### config.mk
export PLATFORM = sky130hd
export DESIGN_NAME = kmer_seed_extractor_top
export DESIGN_NICKNAME = d
export VERILOG_FILES = /design/src/rtl/kse_pkg.sv /design/src/rtl/kmer_seed_extractor_top.sv /design/src/rtl/kse_fifo.sv /design/src/rtl/kse_front.sv /design/src/rtl/kse_back.sv
export VERILOG_INCLUDE_DIRS = /design/src /design/src/rtl
export SDC_FILE = /design/constraint.sdc
export NUM_CORES = 1
export LEC_CHECK = 0
export BUFFER_PORTS_ARGS = -buffer_cell sky130_fd_sc_hd__buf_4
export CAP_MARGIN = 20
export CORE_ASPECT_RATIO = 0.75
export CORE_UTILIZATION = 30
export DETAILED_ROUTE_END_ITERATION = 8
export GPL_ROUTABILITY_DRIVEN = 0
export PLACE_DENSITY = 0.49
export SKIP_LAST_GASP = 1
export SLEW_MARGIN = 20
export SYNTH_ARGS = -nofsm -noshare
export SYNTH_HDL_FRONTEND = slang
export SYNTH_SLANG_ARGS = --single-unit
### constraint.sdc
create_clock -name i_clk -period 11.43 [get_ports i_clk]
set_input_delay 1.143 -clock i_clk [delete_from_list [all_inputs] [get_ports i_clk]]
set_output_delay 1.143 -clock i_clk [all_outputs]
set_load 0.1 [all_outputs]
### src/rtl/kmer_seed_extractor_top_assert.svh
// Assertion macros for the seed extractor.
// Each macro checks a property on the rising edge of i_clk and is disabled during reset.
// Defining ASSERT_OFF turns every macro into an empty statement.
`ifndef KMER_SEED_EXTRACTOR_TOP_ASSERT_SVH
`define KMER_SEED_EXTRACTOR_TOP_ASSERT_SVH

`ifndef ASSERT_OFF

// The consequent holds in the same cycle as the antecedent.
`define KSE_ASSERT_SAME(lbl, ante, cons) \
    lbl: assert property (@(posedge i_clk) disable iff (!i_rst_n) (ante) |-> (cons)) \
        else $error("kse same-cycle check failed");

// The consequent holds in the cycle after the antecedent.
`define KSE_ASSERT_NEXT(lbl, ante, cons) \
    lbl: assert property (@(posedge i_clk) disable iff (!i_rst_n) (ante) |=> (cons)) \
        else $error("kse next-cycle check failed");

`else

`define KSE_ASSERT_SAME(lbl, ante, cons)
`define KSE_ASSERT_NEXT(lbl, ante, cons)

`endif

`endif

### src/rtl/kse_pkg.sv
package kse_pkg;

    // One input item: a single nucleotide.
    typedef struct packed {
        logic [1:0]  base_code;
        logic        is_masked;
        logic        chromosome_first;
        logic [31:0] global_position;
    } t_in_item;

    // One result item: a sampled seed.
    typedef struct packed {
        logic [31:0] seed_key;
        logic [31:0] seed_start;
    } t_out_item;

    // A seed that passed the bucket filter and still needs the stride check.
    typedef struct packed {
        logic [31:0] key;
        logic [31:0] start;
    } t_cand;

    // Queue status seen by the front and back parts.
    typedef struct packed {
        logic empty;
        logic full;
    } t_fifo_stat;

    // Configuration values shared by the front and back parts.
    typedef struct packed {
        logic [15:0] sample_stride;
        logic [3:0]  bucket_width;
        logic [11:0] bucket_select;
    } t_cfg;

    // Configuration register indexes.
    localparam logic [1:0] CFG_SAMPLE_STRIDE = 2'd0;
    localparam logic [1:0] CFG_BUCKET_WIDTH  = 2'd1;
    localparam logic [1:0] CFG_BUCKET_SELECT = 2'd2;

    localparam int unsigned KEY_W      = 32;
    localparam int unsigned RUN_W      = 5;
    localparam int unsigned STRIDE_W   = 16;
    localparam int unsigned FIFO_DEPTH = 4;
    localparam int unsigned FIFO_PTR_W = 2;
    localparam int unsigned FIFO_CNT_W = 3;

endpackage

### src/rtl/kmer_seed_extractor_top.sv
// Rolling 2-bit k-mer seed extractor. Each accepted nucleotide shifts into a
// 32-bit key; masked bases and chromosome starts clear the key and the run.
// Bases that complete a seed and pass the bucket filter are queued (four
// entries) for the stride check, a bit-serial remainder unit that loads each
// queued seed and then runs 32 remainder steps. Bases that yield no candidate
// are not queued, and the input stalls only while the queue is full.
// Results leave through an output register.
// Configuration: index 0 sample_stride, 1 bucket_width, 2 bucket_select;
// write only while idle, index 3 is ignored.
`include "kmer_seed_extractor_top_assert.svh"

module kmer_seed_extractor_top #(
    parameter int unsigned SEED_LENGTH = 16
) (
    input  logic               i_clk,
    input  logic               i_rst_n,
    input  logic               i_in_valid,
    output logic               o_in_stall,
    input  kse_pkg::t_in_item  i_in_item,
    output logic               o_out_valid,
    input  logic               i_out_stall,
    output kse_pkg::t_out_item o_out_item,
    input  logic               i_cfg_valid,
    output logic               o_cfg_ready,
    input  logic [1:0]         i_cfg_index,
    input  logic [15:0]        i_cfg_data
);
    import kse_pkg::*;

    t_cfg       r_cfg;
    t_fifo_stat w_fifo_stat;
    t_cand      w_push_data;
    t_cand      w_head;
    logic       w_push;
    logic       w_pop;
    logic       w_busy;

    // Configuration registers
    assign o_cfg_ready = 1'b1;

    always_ff @(posedge i_clk) begin
        if (!i_rst_n) begin
            r_cfg.sample_stride <= 16'd1;
            r_cfg.bucket_width  <= '0;
            r_cfg.bucket_select <= '0;
        end else if (i_cfg_valid && o_cfg_ready) begin
            case (i_cfg_index)
                CFG_SAMPLE_STRIDE: r_cfg.sample_stride <= i_cfg_data;
                CFG_BUCKET_WIDTH:  r_cfg.bucket_width  <= i_cfg_data[3:0];
                CFG_BUCKET_SELECT: r_cfg.bucket_select <= i_cfg_data[11:0];
                default: ;
            endcase
        end
    end

    kse_front #(
        .SEED_LENGTH (SEED_LENGTH)
    ) u_front (
        .i_clk       (i_clk),
        .i_rst_n     (i_rst_n),
        .i_in_valid  (i_in_valid),
        .o_in_stall  (o_in_stall),
        .i_in_item   (i_in_item),
        .i_cfg       (r_cfg),
        .i_fifo_stat (w_fifo_stat),
        .o_push      (w_push),
        .o_push_data (w_push_data)
    );

    kse_fifo u_fifo (
        .i_clk       (i_clk),
        .i_rst_n     (i_rst_n),
        .i_push      (w_push),
        .i_push_data (w_push_data),
        .i_pop       (w_pop),
        .o_head      (w_head),
        .o_stat      (w_fifo_stat)
    );

    kse_back u_back (
        .i_clk       (i_clk),
        .i_rst_n     (i_rst_n),
        .i_head      (w_head),
        .i_fifo_stat (w_fifo_stat),
        .o_pop       (w_pop),
        .i_cfg       (r_cfg),
        .o_busy      (w_busy),
        .o_out_valid (o_out_valid),
        .i_out_stall (i_out_stall),
        .o_out_item  (o_out_item)
    );

    // Queue never overflows or underflows
    `KSE_ASSERT_SAME(a_no_push_full, w_push, !w_fifo_stat.full)
    `KSE_ASSERT_SAME(a_no_pop_empty, w_pop, !w_fifo_stat.empty)
    // With nothing queued or in progress, no result can appear
    `KSE_ASSERT_NEXT(a_no_phantom, !o_out_valid && w_fifo_stat.empty && !w_busy, !o_out_valid)

endmodule

### src/rtl/kse_fifo.sv
module kse_fifo (
    input  logic              i_clk,
    input  logic              i_rst_n,
    input  logic              i_push,
    input  kse_pkg::t_cand    i_push_data,
    input  logic              i_pop,
    output kse_pkg::t_cand    o_head,
    output kse_pkg::t_fifo_stat o_stat
);
    import kse_pkg::*;

    t_cand                 r_mem [FIFO_DEPTH];
    logic [FIFO_PTR_W-1:0] r_wr_ptr;
    logic [FIFO_PTR_W-1:0] r_rd_ptr;
    logic [FIFO_CNT_W-1:0] r_count;

    // Storage write
    always_ff @(posedge i_clk) begin
        if (i_push) begin
            r_mem[r_wr_ptr] <= i_push_data;
        end
    end

    // Pointers and fill count
    always_ff @(posedge i_clk) begin
        if (!i_rst_n) begin
            r_wr_ptr <= '0;
            r_rd_ptr <= '0;
            r_count  <= '0;
        end else begin
            if (i_push) begin
                r_wr_ptr <= r_wr_ptr + 1'b1;
            end
            if (i_pop) begin
                r_rd_ptr <= r_rd_ptr + 1'b1;
            end
            if (i_push && !i_pop) begin
                r_count <= r_count + 1'b1;
            end else if (!i_push && i_pop) begin
                r_count <= r_count - 1'b1;
            end
        end
    end

    assign o_head       = r_mem[r_rd_ptr];
    assign o_stat.empty = (r_count == '0);
    assign o_stat.full  = (r_count == FIFO_CNT_W'(FIFO_DEPTH));

endmodule

### src/rtl/kse_front.sv
module kse_front #(
    parameter int unsigned SEED_LENGTH = 16
) (
    input  logic                i_clk,
    input  logic                i_rst_n,
    input  logic                i_in_valid,
    output logic                o_in_stall,
    input  kse_pkg::t_in_item   i_in_item,
    input  kse_pkg::t_cfg       i_cfg,
    input  kse_pkg::t_fifo_stat i_fifo_stat,
    output logic                o_push,
    output kse_pkg::t_cand      o_push_data
);
    import kse_pkg::*;

    localparam logic [RUN_W-1:0] SeedLen    = RUN_W'(SEED_LENGTH);
    localparam logic [31:0]      StartOffs  = 32'(SEED_LENGTH - 1);

    logic [KEY_W-1:0] r_key;
    logic [RUN_W-1:0] r_run;
    logic [KEY_W-1:0] n_key;
    logic [RUN_W-1:0] n_run;

    logic             w_accept;
    logic [KEY_W-1:0] w_base_key;
    logic [RUN_W-1:0] w_base_run;
    logic [KEY_W-1:0] w_shift_key;
    logic [RUN_W-1:0] w_inc_run;
    logic [14:0]      w_top_bits;
    logic             w_bucket_ok;
    logic             w_seed;

    // Only a full queue holds the input side back
    assign o_in_stall = i_fifo_stat.full;
    assign w_accept   = i_in_valid && !o_in_stall;

    // Rolling key and run update
    always_comb begin
        w_base_key  = i_in_item.chromosome_first ? '0 : r_key;
        w_base_run  = i_in_item.chromosome_first ? '0 : r_run;
        w_shift_key = {w_base_key[KEY_W-3:0], i_in_item.base_code};
        w_inc_run   = (w_base_run < SeedLen) ? w_base_run + 1'b1 : w_base_run;
        if (i_in_item.is_masked) begin
            n_key = '0;
            n_run = '0;
        end else begin
            n_key = w_shift_key;
            n_run = w_inc_run;
        end
    end

    always_ff @(posedge i_clk) begin
        if (!i_rst_n) begin
            r_key <= '0;
            r_run <= '0;
        end else if (w_accept) begin
            r_key <= n_key;
            r_run <= n_run;
        end
    end

    // Bucket filter on the top bucket_width key bits
    always_comb begin
        w_top_bits  = w_shift_key[KEY_W-1:KEY_W-15] >> (4'd15 - i_cfg.bucket_width);
        w_bucket_ok = (i_cfg.bucket_width == '0) ||
                      (w_top_bits == {3'b000, i_cfg.bucket_select});
    end

    // A full-length seed that passes the filter goes on to the stride check
    assign w_seed = !i_in_item.is_masked && (w_inc_run >= SeedLen);
    assign o_push = w_accept && w_seed && w_bucket_ok;
    assign o_push_data.key   = w_shift_key;
    assign o_push_data.start = i_in_item.global_position - StartOffs;

endmodule

### src/rtl/kse_back.sv
module kse_back (
    input  logic                i_clk,
    input  logic                i_rst_n,
    input  kse_pkg::t_cand      i_head,
    input  kse_pkg::t_fifo_stat i_fifo_stat,
    output logic                o_pop,
    input  kse_pkg::t_cfg       i_cfg,
    output logic                o_busy,
    output logic                o_out_valid,
    input  logic                i_out_stall,
    output kse_pkg::t_out_item  o_out_item
);
    import kse_pkg::*;

    localparam logic [1:0] S_IDLE = 2'd0;
    localparam logic [1:0] S_DIV  = 2'd1;
    localparam logic [1:0] S_HOLD = 2'd2;

    logic [1:0]          r_state;
    logic [1:0]          n_state;
    logic [4:0]          r_cnt;
    logic [STRIDE_W-1:0] r_rem;
    logic [KEY_W-1:0]    r_dvd;
    t_cand               r_cand;
    logic                r_out_valid;
    t_out_item           r_out;

    logic [STRIDE_W-1:0] w_div;
    logic [STRIDE_W:0]   w_trial;
    logic [STRIDE_W:0]   w_diff;
    logic [STRIDE_W-1:0] w_rem_next;
    logic                w_out_free;
    logic                w_load_out;

    // One restoring remainder step per cycle, dividend MSB first
    always_comb begin
        w_div      = (i_cfg.sample_stride == '0) ? STRIDE_W'(1) : i_cfg.sample_stride;
        w_trial    = {r_rem, r_dvd[KEY_W-1]};
        w_diff     = w_trial - {1'b0, w_div};
        w_rem_next = (w_trial >= {1'b0, w_div}) ? w_diff[STRIDE_W-1:0]
                                                  : w_trial[STRIDE_W-1:0];
    end

    assign w_out_free = !r_out_valid || !i_out_stall;

    // Sequencer
    always_comb begin
        n_state    = r_state;
        o_pop      = 1'b0;
        w_load_out = 1'b0;
        case (r_state)
            S_IDLE: begin
                if (!i_fifo_stat.empty) begin
                    o_pop   = 1'b1;
                    n_state = S_DIV;
                end
            end
            S_DIV: begin
                if (r_cnt == 5'd31) begin
                    if (w_rem_next != '0) begin
                        n_state = S_IDLE;
                    end else if (w_out_free) begin
                        w_load_out = 1'b1;
                        n_state    = S_IDLE;
                    end else begin
                        n_state = S_HOLD;
                    end
                end
            end
            S_HOLD: begin
                if (w_out_free) begin
                    w_load_out = 1'b1;
                    n_state    = S_IDLE;
                end
            end
            default: begin
                n_state = S_IDLE;
            end
        endcase
    end

    always_ff @(posedge i_clk) begin
        if (!i_rst_n) begin
            r_state     <= S_IDLE;
            r_out_valid <= 1'b0;
        end else begin
            r_state <= n_state;
            if (w_load_out) begin
                r_out_valid <= 1'b1;
            end else if (!i_out_stall) begin
                r_out_valid <= 1'b0;
            end
        end
    end

    // Datapath registers
    always_ff @(posedge i_clk) begin
        if (o_pop) begin
            r_cand <= i_head;
            r_dvd  <= i_head.start;
            r_rem  <= '0;
            r_cnt  <= '0;
        end else if (r_state == S_DIV) begin
            r_dvd <= {r_dvd[KEY_W-2:0], 1'b0};
            r_rem <= w_rem_next;
            r_cnt <= r_cnt + 1'b1;
        end
        if (w_load_out) begin
            r_out.seed_key   <= r_cand.key;
            r_out.seed_start <= r_cand.start;
        end
    end

    assign o_busy      = (r_state != S_IDLE);
    assign o_out_valid = r_out_valid;
    assign o_out_item  = r_out;

endmodule
==> results of run 1 <==
area by class of cell:
class | instances | area [sq um]
tap | 946 | 1184
inverter | 39 | 148.9
fill | 6709 | 45230
multi-input combinational | 841 | 6480
timing repair buffer | 139 | 1044
sequential | 516 | 14500
clock buffer | 63 | 1373
clock inverter | 35 | 355.3
cells by family (layout without fill, tap and decap cells):
| kind of cell | Yosys count | in the layout | share of synthesized area [%] |
|---|---|---|---|
| XOR/XNOR | 51 | 51 | 2.089 |
| AO/OA/AOI/OAI | 178 | 178 | 6.010 |
| AND/OR/NAND/NOR | 472 | 472 | 10.70 |
| multiplexers | 109 | 109 | 9.404 |
| flip-flops | 516 | 516 | 67.79 |
| buffers and inverters | 112 | 276 | 2.171 |
| other | 1 | 1 | 0.01754 |
| adder cells (fa/ha/maj) | 30 | 30 | 1.826 |
placed cells by master, fill, tap and decap left out, types with 11 or more instances in the layout:
cell / instances
inv_1: 35
mux4_2: 73
clkbuf_16: 52
xnor2_1: 24
nor3_1: 27
dfxtp_1: 98
buf_4: 139
nor4_1: 13
xor2_1: 27
ha_1: 28
edfxtp_1: 416
mux2i_1: 31
and2_1: 13
nor2_1: 54
a21boi_0: 45
and3_1: 11
o21ai_0: 19
a21oi_1: 25
nand2_1: 195
clkinv_2: 14
nand3_1: 45
nor2b_1: 58
worst min path at each step:
stage / from / depth (start not counted) / endpoint / slack [ps]
2_1_floorplan: u_back.r_cand[0] / 0 / u_back.o_out_item[0] / 400
3_3_place_gp: u_back.r_cand[17] / 0 / u_back.o_out_item[17] / 400
3_5_place_dp: u_back.r_cand[5] / 0 / u_back.o_out_item[5] / 400
4_1_cts: u_back.r_cand[60] / 0 / u_back.o_out_item[60] / 400
5_1_grt: u_back.r_cand[60] / 0 / u_back.o_out_item[60] / 400
6_report: u_back.r_cand[39] / 0 / u_back.o_out_item[39] / 400
power groups by stage:
| stage | registers, mW | clock network [mW] | logic [mW] |
|---|---|---|---|
| floorplan | 2.47 | 0 | 0.869 |
| global placement | 2.54 | 0 | 1.15 |
| detailed placement | 2.53 | 0 | 1.16 |
| CTS | 2.50 | 1.78 | 1.17 |
| global route | 2.52 | 1.85 | 1.28 |
| finish | 2.50 | 1.72 | 1.15 |
registers in the layout (all words and copies together), names as in the netlist, named ones only:
register            count
u_fifo.r_rd_ptr         2
u_back.r_dvd           32
u_back.r_cand          64
u_back.o_out_valid      1
u_fifo.r_count          3
u_back.r_state          2
u_front.r_run           5
u_back.r_rem           16
u_back.r_cnt            5
u_back.o_out_item      64
u_fifo.r_mem          256
r_cfg                  32
u_fifo.r_wr_ptr         2
u_front.r_key          30
per-layer routing:
metal  vias up  routed length (microns)  part of all wire [%]
li1       5767                        -                     -
met1      6119                    24200                    50
met2       241                    21720                    44
met3        67                     2091                   4.3
met4         0                      852                   1.7
met5         -                        0                     0
through the flow:
| stage | instance area, sq um | util (%) | setup WS (ps) |
|---|---|---|---|
| after floorplan | 21380 | - | 4719 |
| after CTS | 25080 | 35.67 | 6406 |
| after global routing | 25090 | 35.68 | 5934 |
| after detailed placement | 23350 | 33.21 | 5966 |
| final | 25090 | 35.68 | 6376 |
| after global placement | 23350 | 33.21 | 6060 |
==> impl_metrics.yaml, run 1 <==
outcome:
  outcome: "finished clean"
global_route:
  use_met2_pct: 20.57
  busiest_layer: "met2"
  grt.overflow.total: 0
  met3_usage_pct: 2.323
  grt_max_degree: 81
  grt_pass1_vias: 12320
  grtUsageTotal_pct: 13.57
  grt_antenna_before_repair: 0
  grt_pass1_wl_microns: 74810
  grtUsageMet1_pct: 20.06
route:
  drt_iter0_markers: 736
  drt-total-wl_microns: 48870
  drc: 0
  avgRoutedWirePerCell_microns: 18.95
  viasPerCell: 4.728
  ant_nets: 0
  drt_first_pass_iters: 5
  via_count: 12190
power_and_ir_drop:
  comb_power_share_pct: 21.4
  p_per_area_nw_per_um2: 213.8
  power.total_mw: 5.363
  clkPwrFrac_pct: 32.1
  switchingPower_mw: 1.579
  vdd_ir_drop_max_v: 0.0001313
  p_seq_share_pct: 46.5
  switching_share_pct: 29.45
  p_int_mw: 3.784
  p_leak_nw: 8.449
worst_setup_path:
  crit_family: "compound AO/OA/AOI/OAI gates"
  path_max_fanout: 64
  timing.rr.start: "r_cfg[24]"
  r2r-end: "u_back.o_out_item[44]"
  path_cells: "nor4_1 -> a41o_1 -> ha_1 -> inv_1 -> fa_1 -> a211oi_1 -> o21ai_0 -> a21oi_1 -> xnor2_1 -> o2111ai_1 -> o31a_1 -> nor4b_2 -> nand4_1 -> o21ai_4 -> buf_4"
  crit_required_ps: 11650
  rr_worst_depth: 15
  end_kind: "flop"
  critical_path_class: "flop to flop"
  slowest_delay_ps: 770
  cp-start-kind: "flop"
  worstSetupPathDepth: 15
  r2r_setup_slack_ps: 6380
  cp.arrival_ps: 5270
  critPathLaunch: "r_cfg[24]"
  crit_end: "u_back.o_out_item[44]"
  cp.buffers_inverters: 2
  crit_slowest_cell: "buf_4"
clock_tree:
  h-tree-depth: 2
  clk_latency_ps: 620
  numCtsBuffers: 52
  cts_setup_buffers: 0
  clk_pin_slew_worst_paths_ps: 70
  clockBufferDepth: 3
  numClockSinks: 516
  cts_hold_buf: 0
  root_buffer: "clkbuf_16"
  cts_tree: "yes"
  ctsResizeCount: 0
floorplan:
  start_util_pct: 30.41
  die_h_microns: 233.2
  core_area_sq_um: 70310
  dieWidth_microns: 310.3
  die_area_sq_um: 72360
  rows: 84
  ios: 126
timing:
  hold_viol_final: 0
  holdWs_ps: 398.4
  fin_tns_setup_ps: 0
  max_freq_ghz: 0.1979
  slew_headroom_pct: 29.13
  finalCritPeriodShare_pct: 44.22
  skew_ps: 44.37
  worst-slew-pin-transition_ps: 1063
  grt_setup_unrepaired: "no"
  period_needed_ps: 5054
  setup_viol: 0
  slew_viol_final: 0
synthesis:
  syn_inst: 1469
  synth_top_area_share_pct: 58.42
  synthDistinctLibCells: 74
  synth.area.top_cells: "edfxtp_1 (58%), dfxtp_1 (9.4%), mux4_2 (7.7%), nand2_1 (3.4%), nor2b_1 (1.8%)"
  synth_most_common_cell: "edfxtp_1"
  netlist_top_cells_count: "edfxtp_1 (416), nand2_1 (196), dfxtp_1 (100)"
  postSynthAreaPerCell_sq_um: 14.56
  synth_area_sq_um: 21380
  synth.yosys.seq_area_share_pct: 67.79
  ys_ff_latch: 516
  ys.flop_type: "edfxtp_1"
  yosysTopAreaCell: "edfxtp_1"
  yosysWarningCount: 0
  ys_async_sr_fraction_pct: 0
  synth_edf_count: 416
  syn_nets: 1558
finish:
  diodes: 0
  final_nets: 1678
  stdcell_count: 2579
  drive_gt1_share_pct: 19.72
  area_growth_pct: 17.32
place:
  hpwl_microns: 30900
  dp.cells: 2481
  portBuffers: 124
worst_hold_path:
  min_path_type: "flop to flop"
run:
  maxCapViolCount: 0
(Power assumes the default switching activity.)
==> run 2, diff against run 1 <==
ABC_AREA = 1   (was not set)
clock period = 4.87 ns   (was 11.43 ns; I/O delays follow)
==> impl_metrics.yaml, run 2 <==
worst_setup_path:
  crit_required_ps: 5150
  crit_slowest_cell: "fa_1"
  cpMostUsedCell: "nand2_1"
  path_max_fanout: 18
  rr_worst_depth: 23
  timing.rr.start: "r_cfg[19]"
  slowest_delay_ps: 420
  r2r-end: "u_back.o_out_item[22]"
  critical_path_class: "flop to flop"
  r2r_setup_slack_ps: 820
  end_kind: "flop"
  cp.arrival_ps: 4320
  cp-start-kind: "flop"
  path_cells: "nor4_1 -> nand3_1 -> nor4_1 -> a41o_1 -> ha_1 -> inv_1 -> fa_1 -> nand2_1 -> nand2_1 -> nand3b_1 -> nand2_1 -> nand2_1 -> nand3b_1 -> nand3_1 -> nand2_1 -> nor2_1 -> nand2_1 -> nor2_2 -> nand3_1 -> nand2_1 -> nand2_2 -> clkinv_2 -> buf_4"
finish:
  diodes: 0
  largest_register_ffs: 256
  seqCellArea_sq_um: 14500
  multiInputGateArea_sq_um: 5982
  final_area_sq_um: 25210
  num-fill-cells: 6987
  final_common_cell: "edfxtp_1"
  top_register: "u_fifo.r_mem"
  final_nets: 2183
  drive_gt1_share_pct: 12.62
  mostFrequentLayoutCells: "edfxtp_1 (416), nand2_1 (388), nor2_1 (222)"
  area_growth_pct: 17.59
route:
  drt_iter0_markers: 1085
  drt_first_pass_iters: 5
  viasPerCell: 4.664
  avgRoutedWirePerCell_microns: 17.54
  drt-total-wl_microns: 54120
  via_count: 14390
  ant_nets: 0
  drc: 0
timing:
  finalCritPeriodShare_pct: 83.10
  slew_viol_final: 0
  grt_setup_unrepaired: "no"
  max_freq_ghz: 0.2471
  setup_viol: 0
  worst_slack_ps: 823.2
  slew_headroom_pct: 32.00
  skew_ps: 36.89
  worst-slew-pin-transition_ps: 1020
  hold_viol_final: 0
  period_needed_ps: 4047
place:
  portBuffers: 124
  hpwl_microns: 33310
  placed_area_sq_um: 23450
  place_ws_ps: 889.9
run:
  maxCapViolCount: 0
synthesis:
  netlist_top_cells_count: "edfxtp_1 (416), nand2_1 (389), nor2_1 (229)"
  synth_most_common_cell: "edfxtp_1"
  synth.area.top_cells: "edfxtp_1 (58%), dfxtp_1 (9.3%), nand2_1 (6.8%), o21ai_0 (4.0%), nor2_1 (4.0%)"
  yosysWarningCount: 0
  syn_inst: 1980
  yosysTopAreaCell: "edfxtp_1"
  synth_area_sq_um: 21440
  synth.yosys.seq_area_share_pct: 67.60
  ys_async_sr_fraction_pct: 0
  ys_ff_latch: 516
  ys.flop_type: "edfxtp_1"
  synth_top_area_share_pct: 58.26
  synth_edf_count: 416
  syn_nets: 2069
  synthDistinctLibCells: 46
  postSynthAreaPerCell_sq_um: 10.83
clock_tree:
  clockBufferDepth: 3
  h-tree-depth: 2
  numCtsBuffers: 54
  cts_setup_buffers: 0
  ctsResizeCount: 0
  root_buffer: "clkbuf_16"
  cts_tree: "yes"
  clk_latency_ps: 620
  cts_hold_buf: 0
  clk_pin_slew_worst_paths_ps: 60
  numClockSinks: 516
worst_hold_path:
  holdPathEnd: "u_fifo.r_mem[0][33]"
  hold_depth: 1
  min_from: "i_in_item[35]"
  min_path_type: "input port to flop"
global_route:
  grt.overflow.total: 0
  grt_pass1_vias: 13760
  grt_antenna_before_repair: 0
  grtUsageTotal_pct: 14.75
  grt_max_degree: 96
  grt_pass1_wl_microns: 82480
power_and_ir_drop:
  vdd_ir_drop_max_v: 0.0003234
  power.total_mw: 14.80
  p_per_area_nw_per_um2: 587.1
  p_leak_nw: 9.231
floorplan:
  start_util_pct: 30.45
  rows: 84
  die_h_microns: 233.5
  ios: 126
  dieWidth_microns: 310.7
  core_area_sq_um: 70420
  die_area_sq_um: 72560
outcome:
  outcome: "finished clean"
-- run 2: layout make-up --
cell class                      instances  area share (%)
Timing Repair Buffer                  145           4.566
Inverter                              169           2.541
Multi-Input combinational cell       1208           23.73
Tap cell                              946           4.695
Sequential cell                       516           57.51
Clock buffer                           70           5.757
Clock inverter                         32           1.211
-- run 2: per-stage QoR --
step	utilization [%]	TNS, ps	instances	hold WS [ps]
global placement	33.30	0	2984	400.9
detailed placement	33.30	0	2984	404.5
finish	35.80	0	3086	124.0
global route	35.80	0	3086	98.36
CTS	35.80	0	3086	82.66
floorplan	-	-61600	1980	400.3
-- run 2: worst max-delay path by stage --
stage                           start                    end  slack (ps)
floorplan           u_fifo.r_count[2]     u_fifo.r_mem[0][0]        -240
global placement            r_cfg[19]  u_back.o_out_item[10]         900
detailed placement          r_cfg[19]  u_back.o_out_item[11]         890
CTS                         r_cfg[19]  u_back.o_out_item[22]         830
global route                r_cfg[19]  u_back.o_out_item[22]         510
finish                      r_cfg[19]  u_back.o_out_item[22]         820
-- run 2: kinds of logic (layout without fill, tap and decap cells) --
group / after synthesis / count (layout) / share of synthesized area, %
DFF: 516 / 516 / 67.60
buffers and inverters: 256 / 416 / 4.692
adders and majority gates: 30 / 30 / 1.821
and+or+nand+nor: 788 / 788 / 15.34
xor gates and xnor gates: 40 / 40 / 1.634
AOI/OAI and AO/OA: 349 / 349 / 8.905
other: 1 / 1 / 0.01749
-- run 2: routing by layer --
layer / part of all wire (%) / routed length (microns) / global-route usage, % / vias up
li1: - / - / - / 7050
met1: 48 / 25970 / 20.93 / 6945
met2: 45 / 24420 / 23.37 / 334
met3: 5.1 / 2783 / 2.530 / 65
met4: 1.7 / 937 / 3.587 / 0
met5: 0 / 0 / 0 / -
-- run 2: critical path: cells and delay by family, from the launching register on --
family / cells / cell delay, ps
AOI/OAI and AO/OA: 1 / 220
adders and majority gates: 2 / 560
buffers and inverters: 3 / 810
DFF: 1 / 310
and+or+nand+nor: 17 / 1820
-- run 2: report_power, final --
| group | total, mW | leakage [nW] | internal [mW] | switching (mW) |
|---|---|---|---|---|
| Clock | 4.11 | 0.857 | 2.37 | 1.74 |
| Combinational | 4.60 | 3.73 | 1.25 | 3.35 |
| Sequential | 6.09 | 4.65 | 5.75 | 0.344 |
| Total | 14.8 | 9.23 | 9.37 | 5.43 |
==> run 3, diff against run 2 <==
PLACE_DENSITY = 0.51   (was 0.49)
clock period = 3.7 ns   (was 4.87 ns; I/O delays follow)
==> impl_metrics.yaml, run 3 (synthesis results as in run 2) <==
finish:
  postLayoutCoreUtil_pct: 36.81
  seqCellArea_sq_um: 14500
  drive_gt1_share_pct: 14.75
  top_register: "u_fifo.r_mem"
  diodes: 0
  num-fill-cells: 6918
  mostFrequentLayoutCells: "edfxtp_1 (416), nand2_1 (383), nor2_1 (221)"
  area_growth_pct: 20.89
  final_nets: 2227
  final_common_cell: "edfxtp_1"
  largest_register_ffs: 256
  multiInputGateArea_sq_um: 6033
timing:
  hold_viol_final: 0
  fin_tns_setup_ps: 0
  grt_setup_unrepaired: "yes"
  period_needed_ps: 3668
  skew_ps: 28.55
  worst-slew-pin-transition_ps: 991.7
  finalCritPeriodShare_pct: 99.12
  max_freq_ghz: 0.2727
  setup_viol: 0
  slew_viol_final: 0
  worst_slack_ps: 32.48
  slew_headroom_pct: 33.88
worst_setup_path:
  cp.buffers_inverters: 4
  end_kind: "flop"
  cpMostUsedCell: "nand2_2"
  r2r_setup_slack_ps: 30
  rr_worst_depth: 24
  crit_slowest_cell: "fa_2"
  crit_required_ps: 3990
  timing.rr.start: "r_cfg[19]"
  path_max_fanout: 8
  critical_path_class: "flop to flop"
  cp-start-kind: "flop"
  cp.arrival_ps: 3960
  path_cells: "nor4_2 -> nand3_1 -> nor4_2 -> a41o_1 -> ha_2 -> inv_2 -> fa_2 -> nand2_2 -> nand2_1 -> nand3b_1 -> nand2_2 -> nand2_2 -> nand3_2 -> nand3_2 -> nand2_2 -> nor2_1 -> nand2_1 -> nor2_2 -> nand3_1 -> nand2_1 -> nand2_2 -> clkinvlp_4 -> buf_12 -> clkbuf_16"
  slowest_delay_ps: 360
  r2r-end: "u_back.o_out_item[26]"
  crit_family: "simple AND/OR/NAND/NOR gates"
clock_tree:
  numClockSinks: 516
  h-tree-depth: 2
  cts_tree: "yes"
  clockBufferDepth: 3
  clk_pin_slew_worst_paths_ps: 60
  numCtsBuffers: 53
  clk_latency_ps: 610
  root_buffer: "clkbuf_16"
route:
  top_layer_used: "met5"
  via_count: 14570
  met2_length_microns: 24760
  avgRoutedWirePerCell_microns: 17.13
  drt_iter0_markers: 1121
  wl_met1_microns: 25140
  drc: 0
  wl_met3_microns: 2750
  viasPerCell: 4.656
  drt_first_pass_iters: 7
  drt-total-wl_microns: 53610
  ant_nets: 0
outcome:
  outcome: "finished clean"
place:
  hpwl_microns: 34510
  portBuffers: 124
  place_ws_ps: 92.37
floorplan:
  die_h_microns: 233.5
  rows: 84
  dieWidth_microns: 310.7
  die_area_sq_um: 72560
  core_area_sq_um: 70420
  start_util_pct: 30.45
  ios: 126
power_and_ir_drop:
  power.total_mw: 19.69
  clkPwrFrac_pct: 27.2
  p_seq_share_pct: 40.7
  switchingPower_mw: 7.174
  switching_share_pct: 36.44
  p_leak_nw: 9.539
  comb_power_share_pct: 32.1
  p_per_area_nw_per_um2: 759.5
  p_int_mw: 12.51
  vdd_ir_drop_max_v: 0.0004472
global_route:
  grt.overflow.total: 0
  grtUsageTotal_pct: 14.24
  grt_antenna_before_repair: 1
  grt_max_degree: 95
  grt_pass1_vias: 13780
  grt_pass1_wl_microns: 80320
worst_hold_path:
  min_from: "i_cfg_data[12]"
  min_path_type: "input port to flop"
  holdPathEnd: "r_cfg[28]"
  hold_depth: 3
run:
  maxCapViolCount: 0
## run 3: tightest hold or removal path, cell delays in order
cell     delay [ps]
buf_4            70
o21ai_0          70
a21oi_1         100
## run 3: power by group through the flow
stage	Clock, mW	Sequential, mW	Combinational, mW
floorplan	0	8.60	3.92
global placement	0	8.12	6.09
detailed placement	0	8.13	6.10
CTS	5.50	8.02	6.12
global route	5.73	8.09	7.06
finish	5.35	8.01	6.32
## run 3: layer usage
layer  global-route usage [%]  vias to the layer above
met5                        0                        -
met4                    3.433                        2
met3                    2.539                       69
met2                    23.46                      322
met1                    19.41                     7034
li1                         -                     7142
## run 3: worst max-delay path by stage
stage	startpoint	to	slack, ps	depth (start not counted)
floorplan	r_cfg[19]	u_back.o_out_item[0]	-30	23
global placement	r_cfg[19]	u_back.o_out_item[10]	80	23
detailed placement	r_cfg[19]	u_back.o_out_item[11]	90	23
CTS	r_cfg[19]	u_back.o_out_item[31]	50	23
global route	r_cfg[19]	u_back.o_out_item[28]	-120	24
finish	r_cfg[19]	u_back.o_out_item[26]	30	24
## run 3: repair_timing
item,in CTS,in global routing
buffers inserted,0,5
hold buffers,3,0
resized for setup,0,15
hold endpoints to repair,9,0
endpoints found under the setup margin,0,64
## run 3: final cells by class
class	count	share of cell area (%)
well taps	946	4.566
clock buffers	74	5.657
flip-flops and latches	516	55.94
repair buffers	190	7.004
multi-input cells	1208	23.28
inverters	169	2.481
clock inverters	26	1.076
## run 3: metrics by stage
step	instance area, sq um	hold WS [ps]	std cells
floorplan	21480	400.3	1980
global placement	23930	401.5	3016
detailed placement	23930	404.5	3016
CTS	25710	10.84	3119
global route	25920	35.98	3129
finish	25920	48.60	3129
